### config.mk
export PLATFORM = sky130hd
export DESIGN_NAME = proportional_position_motor_loop
export DESIGN_NICKNAME = d
export VERILOG_FILES = /design/src/rtl/ppml_pkg.sv /design/src/rtl/ppml_regs.sv /design/src/rtl/ppml_ctrl.sv /design/src/rtl/ppml_dpath.sv /design/src/rtl/proportional_position_motor_loop.sv
export SDC_FILE = /design/constraint.sdc
export NUM_CORES = 1
export LEC_CHECK = 0
export BUFFER_PORTS_ARGS = -buffer_cell sky130_fd_sc_hd__buf_2
export CORE_ASPECT_RATIO = 0.75
export CORE_MARGIN = 5
export CORE_UTILIZATION = 65
export DETAILED_ROUTE_END_ITERATION = 12
export PLACE_DENSITY = 0.91
export RECOVER_POWER = 50
export SLEW_MARGIN = 10
export SYNTH_ARGS = -nofsm -noshare
export SYNTH_HDL_FRONTEND = slang
export SYNTH_SLANG_ARGS = --single-unit
export TNS_END_PERCENT = 10
### constraint.sdc
create_clock -name aclk -period 19.98 [get_ports aclk]
set_input_delay 3.996 -clock aclk [delete_from_list [all_inputs] [get_ports aclk]]
set_output_delay 3.996 -clock aclk [all_outputs]
set_load 0.005 [all_outputs]
### src/rtl/ppml_pkg.sv
`default_nettype none
// ----------------------------------------------------------------------------
// ppml_pkg
// Shared widths, register map, reset values and controller/datapath links
// for the proportional position motor loop.
// ----------------------------------------------------------------------------
package ppml_pkg;

    // Field widths fixed by the interface
    localparam int POS_PORT_W    = 32;
    localparam int ERR_W         = 32;
    localparam int GAIN_W        = 8;
    localparam int DUTY_W        = 8;
    localparam int THRESH_W      = 16;
    localparam int CFG_IDX_W     = 3;
    localparam int CFG_DATA_W    = 16;

    // Default for the position width parameter
    localparam int POSITION_WIDTH_DEF = 32;

    // Divider: product of gain numerator and error magnitude
    localparam int PROD_W        = GAIN_W + ERR_W;
    localparam int DIV_STEPS     = PROD_W;
    localparam int DIV_CNT_W     = $clog2(DIV_STEPS);

    // Register indexes
    localparam logic [CFG_IDX_W-1:0] REG_KP_NUMER      = 3'd0;
    localparam logic [CFG_IDX_W-1:0] REG_KP_DENOM      = 3'd1;
    localparam logic [CFG_IDX_W-1:0] REG_PWM_MIN       = 3'd2;
    localparam logic [CFG_IDX_W-1:0] REG_PWM_MAX       = 3'd3;
    localparam logic [CFG_IDX_W-1:0] REG_SETTLE_ERROR  = 3'd4;
    localparam logic [CFG_IDX_W-1:0] REG_SETTLE_CHANGE = 3'd5;

    // Register reset values
    localparam logic [GAIN_W-1:0]   KP_NUMER_RST      = 8'd3;
    localparam logic [GAIN_W-1:0]   KP_DENOM_RST      = 8'd128;
    localparam logic [DUTY_W-1:0]   PWM_MIN_RST       = 8'd100;
    localparam logic [DUTY_W-1:0]   PWM_MAX_RST       = 8'd250;
    localparam logic [THRESH_W-1:0] SETTLE_ERROR_RST  = 16'd100;
    localparam logic [THRESH_W-1:0] SETTLE_CHANGE_RST = 16'd10;

    // Input command codes
    localparam logic CMD_START = 1'b0;
    localparam logic CMD_TICK  = 1'b1;

    // Saturation limits of the error
    localparam logic [ERR_W-1:0] ERR_POS_LIMIT = {1'b0, {(ERR_W-1){1'b1}}};
    localparam logic [ERR_W-1:0] ERR_NEG_LIMIT = {1'b1, {(ERR_W-1){1'b0}}};

    typedef struct packed {
        logic [GAIN_W-1:0]   kp_numer;
        logic [GAIN_W-1:0]   kp_denom;
        logic [DUTY_W-1:0]   pwm_min;
        logic [DUTY_W-1:0]   pwm_max;
        logic [THRESH_W-1:0] settle_error;
        logic [THRESH_W-1:0] settle_change;
    } cfg_t;

    typedef struct packed {
        logic load_in;
        logic eval;
        logic mul;
        logic div_step;
        logic clamp;
        logic out_load;
    } ctrl_cmd_t;

    typedef struct packed {
        logic need_div;
        logic out_free;
    } ctrl_status_t;

endpackage
`default_nettype wire

### src/rtl/ppml_regs.sv
`default_nettype none
// ----------------------------------------------------------------------------
// ppml_regs
// Configuration register file: gain, duty limits and settle thresholds.
// ----------------------------------------------------------------------------
module ppml_regs (
    input  wire                                 aclk,
    input  wire                                 aresetn,
    input  wire                                 cfg_valid,
    output logic                                cfg_ready,
    input  wire  [ppml_pkg::CFG_IDX_W-1:0]      cfg_index,
    input  wire  [ppml_pkg::CFG_DATA_W-1:0]     cfg_data,
    output ppml_pkg::cfg_t                      cfg
);

    ppml_pkg::cfg_t cfg_reg;

    assign cfg_ready = 1'b1;
    assign cfg       = cfg_reg;

    always_ff @(posedge aclk) begin
        if (!aresetn) begin
            cfg_reg.kp_numer      <= ppml_pkg::KP_NUMER_RST;
            cfg_reg.kp_denom      <= ppml_pkg::KP_DENOM_RST;
            cfg_reg.pwm_min       <= ppml_pkg::PWM_MIN_RST;
            cfg_reg.pwm_max       <= ppml_pkg::PWM_MAX_RST;
            cfg_reg.settle_error  <= ppml_pkg::SETTLE_ERROR_RST;
            cfg_reg.settle_change <= ppml_pkg::SETTLE_CHANGE_RST;
        end else if (cfg_valid) begin
            case (cfg_index)
                ppml_pkg::REG_KP_NUMER: begin
                    cfg_reg.kp_numer <= cfg_data[ppml_pkg::GAIN_W-1:0];
                end
                ppml_pkg::REG_KP_DENOM: begin
                    cfg_reg.kp_denom <= cfg_data[ppml_pkg::GAIN_W-1:0];
                end
                ppml_pkg::REG_PWM_MIN: begin
                    cfg_reg.pwm_min <= cfg_data[ppml_pkg::DUTY_W-1:0];
                end
                ppml_pkg::REG_PWM_MAX: begin
                    cfg_reg.pwm_max <= cfg_data[ppml_pkg::DUTY_W-1:0];
                end
                ppml_pkg::REG_SETTLE_ERROR: begin
                    cfg_reg.settle_error <= cfg_data;
                end
                ppml_pkg::REG_SETTLE_CHANGE: begin
                    cfg_reg.settle_change <= cfg_data;
                end
                default: begin
                    // drop writes to unmapped indexes
                end
            endcase
        end
    end

endmodule
`default_nettype wire

### src/rtl/ppml_ctrl.sv
`default_nettype none
// ----------------------------------------------------------------------------
// ppml_ctrl
// Sequencer: accept, evaluate, multiply, divide bit by bit, clamp, deliver.
// ----------------------------------------------------------------------------
module ppml_ctrl (
    input  wire                    aclk,
    input  wire                    aresetn,
    input  wire                    s_valid,
    output logic                   s_ready,
    input  ppml_pkg::ctrl_status_t status,
    output ppml_pkg::ctrl_cmd_t    cmd
);

    typedef enum logic [2:0] {
        ST_IDLE,
        ST_EVAL,
        ST_MUL,
        ST_DIV,
        ST_CLAMP,
        ST_OUT
    } state_t;

    localparam logic [ppml_pkg::DIV_CNT_W-1:0] DIV_LAST =
        ppml_pkg::DIV_CNT_W'(ppml_pkg::DIV_STEPS - 1);

    state_t                          state_reg;
    logic [ppml_pkg::DIV_CNT_W-1:0]  cnt_reg;

    assign s_ready = (state_reg == ST_IDLE);

    always_comb begin
        cmd          = '0;
        cmd.load_in  = (state_reg == ST_IDLE) && s_valid;
        cmd.eval     = (state_reg == ST_EVAL);
        cmd.mul      = (state_reg == ST_MUL);
        cmd.div_step = (state_reg == ST_DIV);
        cmd.clamp    = (state_reg == ST_CLAMP);
        cmd.out_load = (state_reg == ST_OUT) && status.out_free;
    end

    always_ff @(posedge aclk) begin
        if (!aresetn) begin
            state_reg <= ST_IDLE;
            cnt_reg   <= '0;
        end else begin
            case (state_reg)
                ST_IDLE: begin
                    if (s_valid) state_reg <= ST_EVAL;
                end
                ST_EVAL: begin
                    state_reg <= status.need_div ? ST_MUL : ST_OUT;
                end
                ST_MUL: begin
                    cnt_reg   <= '0;
                    state_reg <= ST_DIV;
                end
                ST_DIV: begin
                    if (cnt_reg == DIV_LAST) begin
                        state_reg <= ST_CLAMP;
                    end else begin
                        cnt_reg <= cnt_reg + 1'b1;
                    end
                end
                ST_CLAMP: begin
                    state_reg <= ST_OUT;
                end
                ST_OUT: begin
                    if (status.out_free) state_reg <= ST_IDLE;
                end
                default: begin
                    state_reg <= ST_IDLE;
                end
            endcase
        end
    end

endmodule
`default_nettype wire

### src/rtl/ppml_dpath.sv
`default_nettype none
// ----------------------------------------------------------------------------
// ppml_dpath
// Loop state, error and settle logic, gain multiply, restoring divider,
// duty clamp and the result register.
// ----------------------------------------------------------------------------
module ppml_dpath #(
    parameter int POSITION_WIDTH = ppml_pkg::POSITION_WIDTH_DEF
) (
    input  wire                                 aclk,
    input  wire                                 aresetn,
    input  ppml_pkg::ctrl_cmd_t                 cmd,
    output ppml_pkg::ctrl_status_t              status,
    input  ppml_pkg::cfg_t                      cfg,
    input  wire                                 s_cmd,
    input  wire  signed [ppml_pkg::POS_PORT_W-1:0] s_target,
    input  wire  signed [ppml_pkg::POS_PORT_W-1:0] s_position,
    output logic                                m_valid,
    input  wire                                 m_ready,
    output logic [ppml_pkg::DUTY_W-1:0]         m_pwm_duty,
    output logic                                m_dir_a,
    output logic                                m_dir_b,
    output logic                                m_standby,
    output logic                                m_done_res,
    output logic                                m_clear_position,
    output logic signed [ppml_pkg::ERR_W-1:0]   m_error_out
);

    localparam int EW    = (POSITION_WIDTH > ppml_pkg::POS_PORT_W) ?
                           ppml_pkg::POS_PORT_W : POSITION_WIDTH;
    localparam int ERR_W = ppml_pkg::ERR_W;
    localparam int DW    = ERR_W + 1;
    localparam int PW    = ppml_pkg::PROD_W;
    localparam int GW    = ppml_pkg::GAIN_W;

    // latched input word
    logic                 cmd_in_reg;
    logic [EW-1:0]        tgt_reg;
    logic [EW-1:0]        pos_reg;

    // loop state
    logic                 active_reg;
    logic [EW-1:0]        goal_reg;
    logic [ERR_W-1:0]     prev_err_reg;
    logic                 dir_a_reg;
    logic                 dir_b_reg;
    logic                 en_reg;

    // work registers
    logic [ERR_W-1:0]     err_reg;
    logic [ERR_W-1:0]     mag_reg;
    logic [PW-1:0]        quo_reg;
    logic [GW-1:0]        rem_reg;
    logic [ppml_pkg::DUTY_W-1:0] duty_reg;
    logic                 done_reg;
    logic                 clr_reg;

    // error and settle logic
    logic [DW-1:0]        goal_ext;
    logic [DW-1:0]        pos_ext;
    logic [DW-1:0]        diff;
    logic [ERR_W-1:0]     err_sat;
    logic [DW-1:0]        change;
    logic [DW-1:0]        change_mag;
    logic [ERR_W-1:0]     err_mag;
    logic                 settled;

    assign goal_ext = {{(DW-EW){goal_reg[EW-1]}}, goal_reg};
    assign pos_ext  = {{(DW-EW){pos_reg[EW-1]}}, pos_reg};
    assign diff     = goal_ext - pos_ext;

    always_comb begin
        if (diff[DW-1] != diff[DW-2]) begin
            err_sat = diff[DW-1] ? ppml_pkg::ERR_NEG_LIMIT : ppml_pkg::ERR_POS_LIMIT;
        end else begin
            err_sat = diff[ERR_W-1:0];
        end
    end

    assign change     = {prev_err_reg[ERR_W-1], prev_err_reg} - {err_sat[ERR_W-1], err_sat};
    assign change_mag = change[DW-1] ? (~change + 1'b1) : change;
    assign err_mag    = err_sat[ERR_W-1] ? (~err_sat + 1'b1) : err_sat;
    assign settled    = (change_mag < DW'(cfg.settle_change)) &&
                        (err_mag < ERR_W'(cfg.settle_error));

    assign status.need_div = (cmd_in_reg == ppml_pkg::CMD_TICK) && active_reg && !settled;
    assign status.out_free = !m_valid || m_ready;

    // restoring divider step
    logic [GW:0]          rem_sh;
    logic                 fits;
    logic [GW:0]          rem_sub;

    assign rem_sh  = {rem_reg, quo_reg[PW-1]};
    assign fits    = (rem_sh >= {1'b0, cfg.kp_denom});
    assign rem_sub = rem_sh - {1'b0, cfg.kp_denom};

    always_ff @(posedge aclk) begin
        if (cmd.load_in) begin
            cmd_in_reg <= s_cmd;
            tgt_reg    <= s_target[EW-1:0];
            pos_reg    <= s_position[EW-1:0];
        end

        if (cmd.eval) begin
            err_reg  <= '0;
            duty_reg <= '0;
            done_reg <= 1'b0;
            clr_reg  <= 1'b0;
            mag_reg  <= err_mag;
            if (cmd_in_reg == ppml_pkg::CMD_TICK && active_reg) begin
                err_reg <= err_sat;
                if (settled) begin
                    done_reg <= 1'b1;
                    clr_reg  <= 1'b1;
                end
            end
        end

        if (cmd.mul) begin
            quo_reg <= PW'(cfg.kp_numer * mag_reg);
            rem_reg <= '0;
        end

        if (cmd.div_step) begin
            quo_reg <= {quo_reg[PW-2:0], fits};
            rem_reg <= fits ? rem_sub[GW-1:0] : rem_sh[GW-1:0];
        end

        if (cmd.clamp) begin
            if (quo_reg < PW'(cfg.pwm_min)) begin
                duty_reg <= cfg.pwm_min;
            end else if (quo_reg > PW'(cfg.pwm_max)) begin
                duty_reg <= cfg.pwm_max;
            end else begin
                duty_reg <= quo_reg[ppml_pkg::DUTY_W-1:0];
            end
        end

        if (cmd.out_load) begin
            m_pwm_duty       <= duty_reg;
            m_dir_a          <= dir_a_reg;
            m_dir_b          <= dir_b_reg;
            m_standby        <= en_reg;
            m_done_res       <= done_reg;
            m_clear_position <= clr_reg;
            m_error_out      <= err_reg;
        end
    end

    // loop state and result handshake
    always_ff @(posedge aclk) begin
        if (!aresetn) begin
            active_reg   <= 1'b0;
            goal_reg     <= '0;
            prev_err_reg <= '0;
            dir_a_reg    <= 1'b0;
            dir_b_reg    <= 1'b0;
            en_reg       <= 1'b0;
            m_valid      <= 1'b0;
        end else begin
            if (cmd.eval) begin
                if (cmd_in_reg == ppml_pkg::CMD_START) begin
                    goal_reg     <= tgt_reg;
                    prev_err_reg <= '0;
                    en_reg       <= 1'b1;
                    active_reg   <= 1'b1;
                end else if (active_reg) begin
                    prev_err_reg <= err_sat;
                    if (settled) begin
                        dir_a_reg  <= 1'b0;
                        dir_b_reg  <= 1'b0;
                        active_reg <= 1'b0;
                    end else if (!err_sat[ERR_W-1] && (err_sat != '0)) begin
                        dir_a_reg <= 1'b0;
                        dir_b_reg <= 1'b1;
                    end else if (err_sat[ERR_W-1]) begin
                        dir_a_reg <= 1'b1;
                        dir_b_reg <= 1'b0;
                    end
                end
            end

            if (cmd.out_load) begin
                m_valid <= 1'b1;
            end else if (m_ready) begin
                m_valid <= 1'b0;
            end
        end
    end

endmodule
`default_nettype wire

### src/rtl/proportional_position_motor_loop.sv
`default_nettype none
// ----------------------------------------------------------------------------
// proportional_position_motor_loop
// Proportional position loop for an encoder DC motor with a clamped PWM duty.
// ----------------------------------------------------------------------------
// One input word gives one result word. A start word (cmd 0) loads the
// target, clears the last error, raises standby and arms the loop; it and
// any tick that needs no duty (loop idle, or the move settling) go from
// idle through evaluate straight to the output state. A driving tick runs
// through evaluate (the saturated error and the settle test), the gain
// multiply, the one-bit-per-cycle restoring divider that forms
// kp_numer*|error|/kp_denom, the duty clamp and the output state that
// loads the result register, and then back to idle. The result register
// lets the next word in while a result waits; a further result waits for
// it to drain. Only the low min(POSITION_WIDTH, 32) bits of target and
// position are used, as signed values. Configuration writes are taken on
// any cycle and must be made while the block is idle; unmapped indexes
// are dropped. A divisor of zero drives the duty to pwm_max.
// ----------------------------------------------------------------------------
module proportional_position_motor_loop #(
    parameter int POSITION_WIDTH = ppml_pkg::POSITION_WIDTH_DEF
) (
    input  wire                                    aclk,
    input  wire                                    aresetn,

    // configuration write channel
    input  wire                                    cfg_valid,
    output logic                                   cfg_ready,
    input  wire  [ppml_pkg::CFG_IDX_W-1:0]         cfg_index,
    input  wire  [ppml_pkg::CFG_DATA_W-1:0]        cfg_data,

    // input words
    input  wire                                    s_valid,
    output logic                                   s_ready,
    input  wire                                    s_cmd,
    input  wire  signed [ppml_pkg::POS_PORT_W-1:0] s_target,
    input  wire  signed [ppml_pkg::POS_PORT_W-1:0] s_position,

    // result words
    output logic                                   m_valid,
    input  wire                                    m_ready,
    output logic [ppml_pkg::DUTY_W-1:0]            m_pwm_duty,
    output logic                                   m_dir_a,
    output logic                                   m_dir_b,
    output logic                                   m_standby,
    output logic                                   m_done_res,
    output logic                                   m_clear_position,
    output logic signed [ppml_pkg::ERR_W-1:0]      m_error_out
);

    ppml_pkg::cfg_t         cfg;
    ppml_pkg::ctrl_cmd_t    cmd;
    ppml_pkg::ctrl_status_t status;

    // register file: hold gain, limits and thresholds
    ppml_regs u_regs (
        .aclk      (aclk),
        .aresetn   (aresetn),
        .cfg_valid (cfg_valid),
        .cfg_ready (cfg_ready),
        .cfg_index (cfg_index),
        .cfg_data  (cfg_data),
        .cfg       (cfg)
    );

    // sequencer: advance one word through evaluate, multiply, divide, clamp
    ppml_ctrl u_ctrl (
        .aclk    (aclk),
        .aresetn (aresetn),
        .s_valid (s_valid),
        .s_ready (s_ready),
        .status  (status),
        .cmd     (cmd)
    );

    // datapath: loop state, arithmetic and the result register
    ppml_dpath #(
        .POSITION_WIDTH (POSITION_WIDTH)
    ) u_dpath (
        .aclk             (aclk),
        .aresetn          (aresetn),
        .cmd              (cmd),
        .status           (status),
        .cfg              (cfg),
        .s_cmd            (s_cmd),
        .s_target         (s_target),
        .s_position       (s_position),
        .m_valid          (m_valid),
        .m_ready          (m_ready),
        .m_pwm_duty       (m_pwm_duty),
        .m_dir_a          (m_dir_a),
        .m_dir_b          (m_dir_b),
        .m_standby        (m_standby),
        .m_done_res       (m_done_res),
        .m_clear_position (m_clear_position),
        .m_error_out      (m_error_out)
    );

endmodule
`default_nettype wire

==> impl_metrics.json <==
{
  "finalWeightedCongestion": 1.018,
  "synth.top_cells.by_area": "edfxtp_1 (25%), fa_1 (13%), dfxtp_1 (10%)",
  "drc": 0,
  "design_area_sq_mm": 0.03059,
  "min_period_over_period_pct": 57.25,
  "fin_tns_setup_ps": 0,
  "wl_um": 77900,
  "final_util_pct": 71.10,
  "io_pins": 137,
  "cp.buffers_inverters": 4,
  "core_sq_mm": 0.04302,
  "numPortBuffers": 135,
  "final_max_slew_viol_count": 245,
  "syn_to_final_growth_pct": 8.875,
  "max_freq_ghz": 0.08742,
  "yosysMostFrequentCell": "nand2_1",
  "crit_fanout": 20,
  "placedCellCount": 3657,
  "rows": 66,
  "cts_max_level": 2,
  "rrSetupSlack_ps": 8540,
  "crit_top_cell": "o21a_1",
  "critPathKind": "flip-flop to flip-flop",
  "synthCells": 3042,
  "power_frac_comb_pct": 49.6,
  "crit_arrival_ps": 11970,
  "post-route-min-period_ps": 11440,
  "postSynth.asyncResetShare_pct": 0,
  "yosys.area.top_type": "edfxtp_1",
  "route.vias.total": 23196,
  "yosysSeqAreaShare_pct": 34.70,
  "cts_setup_buffers": 0,
  "grt_overflow": 0,
  "first_pass_iters": 9,
  "p_sw_mw": 1.525,
  "required_ps": 20510,
  "p_int_mw": 2.123,
  "total_power_mw": 3.649,
  "status": "finished, violations left",
  "violations": "max-capacitance violations, max-slew violations",
  "viasPerCell": 6.224,
  "synth-seq-cells": 372,
  "leakagePower_nw": 13.32,
  "switching_share_pct": 41.81,
  "die_h_um": 190.1,
  "cts_hold_buf": 0,
  "grt_pass1_vias": 23561,
  "postPlaceCellArea_sq_mm": 0.02919,
  "clkLatencyLatePin_ps": 580,
  "avgSynthCellArea_sq_um": 9.236,
  "syn_area_sq_mm": 0.02810,
  "wl_per_cell_um": 20.90,
  "grt_start_max_net_pins": 120,
  "final.fill_count": 3043,
  "synth_cell_types": 98,
  "clock_skew_ps": 19.90,
  "clkSlewWorstSetupHoldPaths_ps": 70,
  "layout-drive-gt1-share_pct": 8.863,
  "cts_resized": 0,
  "hpwlAfterDp_um": 57660,
  "maxCapViolations": 5,
  "grt_pass1_wl_um": 124700,
  "tightest_slew_ps": 3639,
  "ir_drop_mv": 0.08893,
  "synth_warnings": 0,
  "cts_buffers": 38,
  "start_kind": "flip-flop",
  "p_per_area_mw_per_mm2": 119.3,
  "slew-limit-headroom_pct": -142.6,
  "seqPwrFrac_pct": 28.4,
  "rsz0062_at_grt": "no",
  "grt_use_total_pct": 32.50,
  "cpLargestDelayFamily": "compound AO/OA/AOI/OAI gates",
  "root_buffer": "clkbuf_16",
  "synth_edf_count": 230,
  "die_w_um": 250.1,
  "drtAntennaViolNets": 0,
  "finalSetupViolCount": 0,
  "hold_class": "flip-flop to flip-flop",
  "cts_tree": "done",
  "nets": 3572,
  "initial_core_util_pct": 65.31,
  "cts.sinks": 372,
  "slowest_stage": "a31oi_1",
  "finalHoldViolCount": 0,
  "end_kind": "flip-flop",
  "antenna_found_initial": 1,
  "pwr-share-clk_pct": 22.0,
  "yosysTopAreaCellShare_pct": 24.58,
  "cts_max_path_buffers": 3,
  "syn_nets": 3495,
  "drt-initial-drc-count": 2402,
  "critPathMaxStageDelay_ps": 590,
  "dieArea_sq_mm": 0.04753,
  "fin_cells": 3727,
  "ys_top_cells_by_count": "nand2_1 (478), inv_1 (307), edfxtp_1 (230)",
  "largest_reg_flops": 64,
  "dominantRegCellSynth": "edfxtp_1"
}
cell families after synthesis:
kind of cell	after synthesis	synth area share (%)
multiplexers	17	0.6546
AND/OR/NAND/NOR	1124	19.12
adder cells (fa/ha/maj)	365	21.13
flip-flops	372	34.70
other	1	0.01335
buffers and inverters	426	5.798
XOR/XNOR	118	3.678
AO/OA/AOI/OAI	619	14.90
cell type report:
class	count	area, sq um	area share (%)
Antenna cell	1	2.502	0.008180
Clock buffer	52	1117	3.652
Clock inverter	17	289.0	0.9448
Inverter	308	1156	3.779
Multi-Input combinational cell	2244	16750	54.75
Sequential cell	372	9752	31.88
Tap cell	578	723.2	2.364
Timing Repair Buffer	155	803.3	2.626
per-layer routing:
layer	vias up	GRT usage [%]	share of wire [%]
met5	-	0	0.017
met4	2	12.61	4.3
met3	240	5.480	9.2
met2	1216	52.92	46
met1	11216	44.19	40
li1	10522	-	-
worst register-to-register path: cells and delay by family, from the launching register on:
family	cells	cell delay (ps)
AOI/OAI and AO/OA	30	6210
and+or+nand+nor	11	2480
DFF	1	360
buffers and inverters	4	960
adders and majority gates	4	1190
xor gates and xnor gates	1	150
cells in the final DEF, fill, tap and decap left out, types with 51 or more instances in the layout:
master    synthesis  layout
xnor2_1          75      75
buf_2             6     129
ha_1            181     181
inv_1           307     306
a21o_1           51      51
edfxtp_1        230     230
dfxtp_1         142     140
nor2_1          214     210
and2_1          136     135
o21ai_0         121     121
nand2_1         478     477
fa_1            183     183
a21oi_1         138     137
a21boi_0         89      89
worst paths after layout:
check	from	endpoint	cells after the start
worst max-delay path	u_dpath.pos_reg[1]	u_ctrl.state_reg[0]	50
worst min-delay path	u_dpath.err_reg[3]	u_dpath.m_error_out[3]	0
worst max register to register	u_dpath.pos_reg[1]	u_ctrl.state_reg[0]	50
worst min register to register	u_dpath.err_reg[3]	u_dpath.m_error_out[3]	0
power groups by stage:
stage	sequential (mW)	combinational, mW	clock, mW
3_3_place_gp	1.04	1.65	0
4_1_cts	1.03	1.77	0.809
2_1_floorplan	1.01	1.31	0
6_report	1.03	1.81	0.804
5_1_grt	1.04	2.00	0.844
3_5_place_dp	1.04	1.74	0
metrics by stage:
stage                     hold slack, ps  setup WS [ps]
after floorplan                    400.3           9716
after global placement             403.3           9238
after detailed placement           404.5           8809
after CTS                          418.9           8747
after global routing               421.8           7603
final                              408.2           8541
No activity file was read; power rests on OpenSTA's default activity.
